$ cat src/ftrc_div.sv
// Pipelined restoring divider, one quotient bit per register stage.
module ftrc_div #(
    parameter int DW = 14,
    parameter int QW = 19,
    parameter int SW = 8
) (
    input  logic          i_clk,
    input  logic          i_rst_n,
    input  logic          i_valid,
    input  logic [DW-1:0] i_rem,
    input  logic [QW-1:0] i_low,
    input  logic [DW-1:0] i_div,
    input  logic [SW-1:0] i_side,
    output logic          o_valid,
    output logic [QW-1:0] o_quo,
    output logic [SW-1:0] o_side
);

    logic          r_v    [1:QW];
    logic [DW-1:0] r_rem  [1:QW];
    logic [QW-1:0] r_low  [1:QW];
    logic [SW-1:0] r_side [1:QW];

    for (genvar k = 0; k < QW; k++) begin : g_stage
        logic          w_v_in;
        logic [DW-1:0] w_rem_in;
        logic [QW-1:0] w_low_in;
        logic [SW-1:0] w_side_in;
        logic [DW:0]   w_trial;
        logic          w_ge;
        logic [DW:0]   w_diff;

        if (k == 0) begin : g_in
            assign w_v_in    = i_valid;
            assign w_rem_in  = i_rem;
            assign w_low_in  = i_low;
            assign w_side_in = i_side;
        end else begin : g_in
            assign w_v_in    = r_v[k];
            assign w_rem_in  = r_rem[k];
            assign w_low_in  = r_low[k];
            assign w_side_in = r_side[k];
        end

        always_comb begin
            w_trial = {w_rem_in, w_low_in[QW-1]};
            w_ge    = w_trial >= {1'b0, i_div};
            w_diff  = w_trial - {1'b0, i_div};
        end

        always_ff @(posedge i_clk) begin
            if (!i_rst_n) begin
                r_v[k+1] <= 1'b0;
            end else begin
                r_v[k+1] <= w_v_in;
            end
            r_rem[k+1]  <= w_ge ? w_diff[DW-1:0] : w_trial[DW-1:0];
            r_low[k+1]  <= {w_low_in[QW-2:0], w_ge};
            r_side[k+1] <= w_side_in;
        end
    end

    assign o_valid = r_v[QW];
    assign o_quo   = r_low[QW];
    assign o_side  = r_side[QW];

endmodule

$ cat config.mk
export PLATFORM = sky130hd
export DESIGN_NAME = ftrc_div
export DESIGN_NICKNAME = d
export VERILOG_FILES = /design/src/ftrc_div.sv
export SDC_FILE = /design/constraint.sdc
export NUM_CORES = 1
export LEC_CHECK = 0
export ABC_AREA = 1
export BUFFER_PORTS_ARGS = -buffer_cell sky130_fd_sc_hd__buf_2
export CAP_MARGIN = 10
export CORE_AREA = 4 4 388 390
export DETAILED_ROUTE_END_ITERATION = 10
export DIE_AREA = 0 0 392 394
export GPL_ROUTABILITY_DRIVEN = 0
export GPL_TIMING_DRIVEN = 0
export PLACE_DENSITY = 0.41
export RECOVER_POWER = 50
export SLEW_MARGIN = 20
export SYNTH_ARGS = -nofsm -noshare
export SYNTH_HDL_FRONTEND = slang
export SYNTH_SLANG_ARGS = --single-unit
export TNS_END_PERCENT = 1
$ cat constraint.sdc
create_clock -name i_clk -period 3.4 [get_ports i_clk]
set_input_delay 0.68 -clock i_clk [delete_from_list [all_inputs] [get_ports i_clk]]
set_output_delay 0.68 -clock i_clk [all_outputs]
set_load 0.05 [all_outputs]
==> results of run 1 <==
[path summary, 6_finish.rpt]
path / depth (start not counted) / startpoint / end
worst max register to register: 9 / r_rem[0][92] / r_rem[0][108]
worst max-delay path: 12 / i_div[9] / r_rem[0][108]
worst min-delay path: 1 / i_side[6] / r_side[0][14]
worst min register to register: 0 / r_low[0][308] / r_low[0][328]
[metrics by stage]
step,area [µm²],TNS [ns]
3_5_place_dp,39700,0
6_report,43000,0
4_1_cts,43000,0
2_1_floorplan,36500,0
3_3_place_gp,39400,-220.27
5_1_grt,43000,0
[state kept, by name, indices dropped and copies added (netlist names)]
| name | count |
|---|---|
| r_low | 361 |
| r_v | 19 |
| r_side | 152 |
| r_rem | 252 |
[report_power, final]
part	switching, mW	internal, mW	leakage [nW]
Clock	4.15	6.42	1.60
Sequential	1.44	12.1	6.60
Combinational	12.4	7.23	14.0
Total	18.0	25.7	22.2
[cell usage in the layout, fill, tap and decap left out, types with 78 or more instances in the layout]
cell       Yosys  layout
xor2_1        79      79
inv_1        824     811
buf_2          0      78
nor2_1       200     200
o21ai_1      111     111
ha_1         284     284
nand3_1      235     235
a21oi_1       98      98
clkbuf_16      0      96
dfxtp_1      784     784
nand4_1      173     173
nand2_1     1438    1438
[area by class of cell]
cell class / instances / area (µm²)
well taps: 1930 / 2410
clock buffers: 119 / 2620
multi-input cells: 2983 / 17300
clock inverters: 52 / 697
flip-flops and latches: 784 / 15700
fillers: 15900 / 104000
repair buffers: 98 / 709
inverters: 824 / 3100
plain buffers: 38 / 439
[routing by layer]
layer  part of all wire, %  vias to the layer above  global-route usage [%]
li1                      -                    14900                       -
met4                   3.0                        2                    4.08
met1                    47                    12600                    15.5
met3                   3.7                      144                    2.10
met2                    46                      376                    20.1
met5                 0.013                        -                       0
[kinds of logic (layout without fill, tap and decap cells)]
logic type,after synthesis,after routing
compound gates,286,286
xor+xnor,124,124
fa+ha+maj,302,302
buf+inv,862,1131
flops,784,784
simple gates,2271,2271
[worst reg2reg max path, cell delays in order, from the launching register on]
cell and delay [ns]:
dfxtp_1 0.33, ha_1 0.37, nand2_1 0.16, inv_1 0.05, nand2_1 0.06, nand2_1 0.11, a21oi_4 0.26, nand3_4 0.16
buf_8 0.19, o21ai_1 0.24
==> flow_metrics.tcl, run 1 <==
set metrics [dict create \
    status "finished, final reports clean" \
    overflow 0 \
    synthTopCellsByArea "dfxtp_1 43%, nand2_1 15%, ha_1 9.7%" \
    die-width_um 392 \
    holdWs_ns 0.0863 \
    cpLargestDelayFamily "buffers and inverters" \
    cts_buffer_depth 3 \
    ys.flop_type "dfxtp_1" \
    grt_pass1_vias 27600 \
    syn_nets 4989 \
    power.leakage_nw 22.2 \
    cts.clk_slew.worst_paths_ns 0.06 \
    synth_top_area_share_pct 43.0 \
    synth.area.mux_share_pct 0 \
    htree_levels 3 \
    startpoint_type "input pin" \
    clock_latency_ns 0.69 \
    async_flop_share_pct 0 \
    antenna_cells 0 \
    worstPathRequired_ns 3.97 \
    arrival_ns 2.90 \
    max_stage_delay_ns 0.33 \
    ios 86 \
    die_y_um 394 \
    first_pass_iters 6 \
    crit_buf_inv 5 \
    tritoncts "yes" \
    max_cap_viol_count 0 \
    port_buffers 84 \
    yosys.cell_types.count 38 \
    vias 28000 \
    gr-usage-all-layers_pct 12.0 \
    root_buffer "clkbuf_16" \
    drtIter0Drc 1127 \
    yosys-top-cells-count "1,438 x nand2_1, 824 x inv_1, 784 x dfxtp_1" \
    hold_viol 0 \
    setup_viol 0 \
    rsz0062_at_grt "false" \
    netlist_area_um2 36500 \
    core_um2 147000 \
    drive_gt1_share_pct 10.4 \
    routed_via_density 4.11 \
    antenna_found_initial 1 \
    start_util_pct 24.8 \
    dp_cells 6656 \
    crit_slowest_cell "ha_1" \
    grt_max_degree 38 \
    slew_viol_final 0 \
    cp_cell_sequence "buf_2, inv_2, buf_12, ha_1, nand2_1, inv_1, nand2_1, nand2_1, a21oi_4, nand3_4, buf_8, o21ai_1" \
    clkSinkCount 784 \
    critPathMaxFanout 13 \
    synth_top_cell_by_area "dfxtp_1" \
    die_area_um2 154000 \
    cts-hold-fix-buffers 1 \
    cts-resized-gates 0 \
    yosys.cell_count.top_type "nand2_1" \
    hold_path_class "in2reg" \
    worst_pin_slew_ns 0.679 \
    synth_cells 4629 \
    min_period_ns 2.32 \
    fin_nets 5184 \
    relSlewSlack_pct 54.8 \
    grt_pass1_wl_um 148000 \
    crit_type "in2reg" \
    row_count 141 \
    post_cts.repair.setup_buffers 0 \
    r2r_setup_slack_ns 1.36 \
    wire_per_inst_um 13.5 \
    synth_top_family_by_area "simple AND/OR/NAND/NOR gates" \
    cp-end-kind "register" \
    yosys_warnings 0 \
    drc_errors 0 \
    ys_ff_latch 784 \
    setup_slack_ns 1.08 \
    final_cells 6828 \
    final_util_pct 29.2 \
    synthAdderAreaFrac_pct 10.7 \
    power_mw 43.7 \
    synth-edff-count 0 \
    peakVddDrop_mv 0.398 \
    syn-mean-instance-area_um2 7.89 \
    synth-simple-area-share_pct 28.8 \
    synth_xor_area_share_pct 2.97 \
    cts_buffers 95 \
    syn2layout_area_growth_pct 17.6 \
    fmaxAchievable_ghz 0.430 \
    synth_compound_area_share_pct 4.87 \
    yosysSeqAreaShare_pct 43.0 \
    drtAntennaViolNets 0 \
    clock_skew_ns 0.0229 \
    pre_cts_ws_ns 0.366 \
    crit_path_frequent_cell "nand2_1" \
    pwr_density_cell_nw_per_um2 1020 \
    totalWireLength_um 92200 \
    fin_crit_sh_pct 68.4 \
    hpwlAfterDp_um 70200 \
]
(Power assumes the default switching activity.)
==> run 2: changes to the inputs <==
PLACE_DENSITY = 0.42   (was 0.41)
clock period = 2 ns   (was 3.4 ns; I/O delays follow)
==> flow_metrics.tcl, run 2 (synthesized netlist as in run 1, its figures left out) <==
set metrics [dict create \
    final.setup.tns_ns 0 \
    fin_crit_sh_pct 98.1 \
    cts.clk_slew.worst_paths_ns 0.06 \
    wl_met2_um 42600 \
    fmaxAchievable_ghz 0.510 \
    drive_gt1_share_pct 12.8 \
    endpoint "r_rem[0][138]" \
    slew_viol_final 0 \
    hold_viol 0 \
    ios 86 \
    r2r_setup_slack_ns 0.08 \
    start_util_pct 24.8 \
    antenna_found_initial 2 \
    cp_cell_sequence "buf_2, inv_2, buf_12, ha_2, nand2_2, inv_1, nand2_1, nand2_1, a21oi_4, nand3_4, buf_6, nand3_1, nand2_1" \
    row_count 141 \
    power.leakage_nw 22.6 \
    clock_skew_ns 0.0274 \
    reg2reg_from "r_rem[0][120]" \
    max_cap_viol_count 0 \
    final_cells 6886 \
    drtIter0Drc 1229 \
    setup_viol 0 \
    crit_path_frequent_cell "nand2_1" \
    final_cell_mix "1,421 x nand2_1, 809 x inv_1, 779 x dfxtp_1" \
    overflow 0 \
    tritoncts "yes" \
    gr-usage-all-layers_pct 11.9 \
    cp-end-kind "register" \
    totalWireLength_um 91700 \
    drtAntennaViolNets 0 \
    rsz0062_at_grt "true" \
    regMostFlops "r_low" \
    worstPathRequired_ns 2.59 \
    topRoutingLayerUsed "met4" \
    grt_pass1_vias 27400 \
    root_buffer "clkbuf_16" \
    fin_nets 5240 \
    reg2reg_depth 10 \
    relSlewSlack_pct 58.6 \
    status "finished, final reports clean" \
    port_buffers 84 \
    final_common_cell "nand2_1" \
    setup_slack_ns 0.0374 \
    hold_path_class "in2reg" \
    die_y_um 394 \
    cpLargestDelayFamily "buffers and inverters" \
    startpoint_type "input pin" \
    crit_type "in2reg" \
    pwr_density_cell_nw_per_um2 1710 \
    grt_max_degree 38 \
    crit_buf_inv 5 \
    largest_register_ffs 361 \
    cts_buffer_depth 3 \
    r2r-end "r_rem[0][138]" \
    dr_wl_met3_um 3520 \
    wire_per_inst_um 13.3 \
    drc_errors 0 \
    die-width_um 392 \
    dp_cells 6655 \
    top_regs "r_low x361, r_rem x252, r_side x152" \
    clkSinkCount 784 \
    critPathMaxFanout 12 \
    htree_levels 3 \
    peakVddDrop_mv 0.717 \
    worst_pin_slew_ns 0.621 \
    arrival_ns 2.55 \
    vias 28100 \
    hpwlAfterDp_um 69000 \
    first_pass_iters 7 \
    timing.critical_path.from "i_div[9]" \
    max_stage_delay_ns 0.34 \
    pre_cts_ws_ns -1.22 \
    syn2layout_area_growth_pct 20.2 \
    core_um2 147000 \
    min_period_ns 1.96 \
    clock_latency_ns 0.71 \
    cp_num_cells 13 \
    grt_pass1_wl_um 147000 \
    die_area_um2 154000 \
    met1_length_um 43400 \
    crit_slowest_cell "ha_2" \
    routed_via_density 4.08 \
    cts_buffers 94 \
]
## run 2: cell types whose count changed in the layout (fill, tap and decap cells not counted), moves of 11 or more
cell / delta
dlygate4sd3_1: +40
ha_1: -21
nand3_1: -19
nand3_2: +19
ha_2: +18
buf_4: +17
nand2_1: -17
nand2_2: +16
a21oi_1: -13
a21oi_2: +13
nor2_1: -11
## run 2: metal layers
layer  GRT usage, %  vias up
li1               -    15000
met1           15.5    12600
met2           19.9      346
met3           1.92      119
met4           3.91        0
met5              0        -
## run 2: how the worst min path moves through the flow
stage	from	endpoint	depth (start not counted)
3_3_place_gp	r_side[2][18]	r_side[2][26]	0
2_1_floorplan	r_low[0][80]	r_low[0][100]	0
3_5_place_dp	r_low[0][85]	r_low[0][105]	0
5_1_grt	i_rst_n	r_v[0][12]	3
4_1_cts	i_rst_n	r_v[0][15]	3
6_report	i_rst_n	r_v[0][19]	3
## run 2: metrics by stage
stage               hold slack, ns  cell area (µm²)  power, mW  util (%)
floorplan                    0.310            36500       48.5         -
global placement             0.310            39400       56.8      26.8
detailed placement           0.312            39600       56.9      26.9
CTS                         0.0201            43400       75.6      29.5
global route                0.0733            43900       82.3      29.8
finish                      0.0746            43900       75.1      29.8
## run 2: cell type report
type                    instances  area, µm²
clock buffers                 117       2560
multi-input cells            2983      17700
plain buffers                  38        439
inverters                     824       3100
diodes                          1       2.50
flip-flops and latches        784      15700
repair buffers                155       1220
clock inverters                54        791
well taps                    1930       2410
fillers                     15900     103000
## run 2: where the power goes
part	leakage [nW]	switching, mW	internal, mW	total (mW)
Clock	1.60	7.16	10.7	17.9
Sequential	6.60	2.48	20.5	23.0
Combinational	14.4	21.4	12.9	34.2
## run 2: repair_timing
item,in CTS,in global routing
pin swaps,1,12
endpoints found under the setup margin,267,167
endpoints found under the hold margin,41,0
setup buffers,3,15
gates resized for setup,6,107
hold buffers,41,0
## run 2: tightest hold or removal path: stages
cell and delay, ns:
clkbuf_1 0.19, nand2_1 0.10, inv_1 0.03
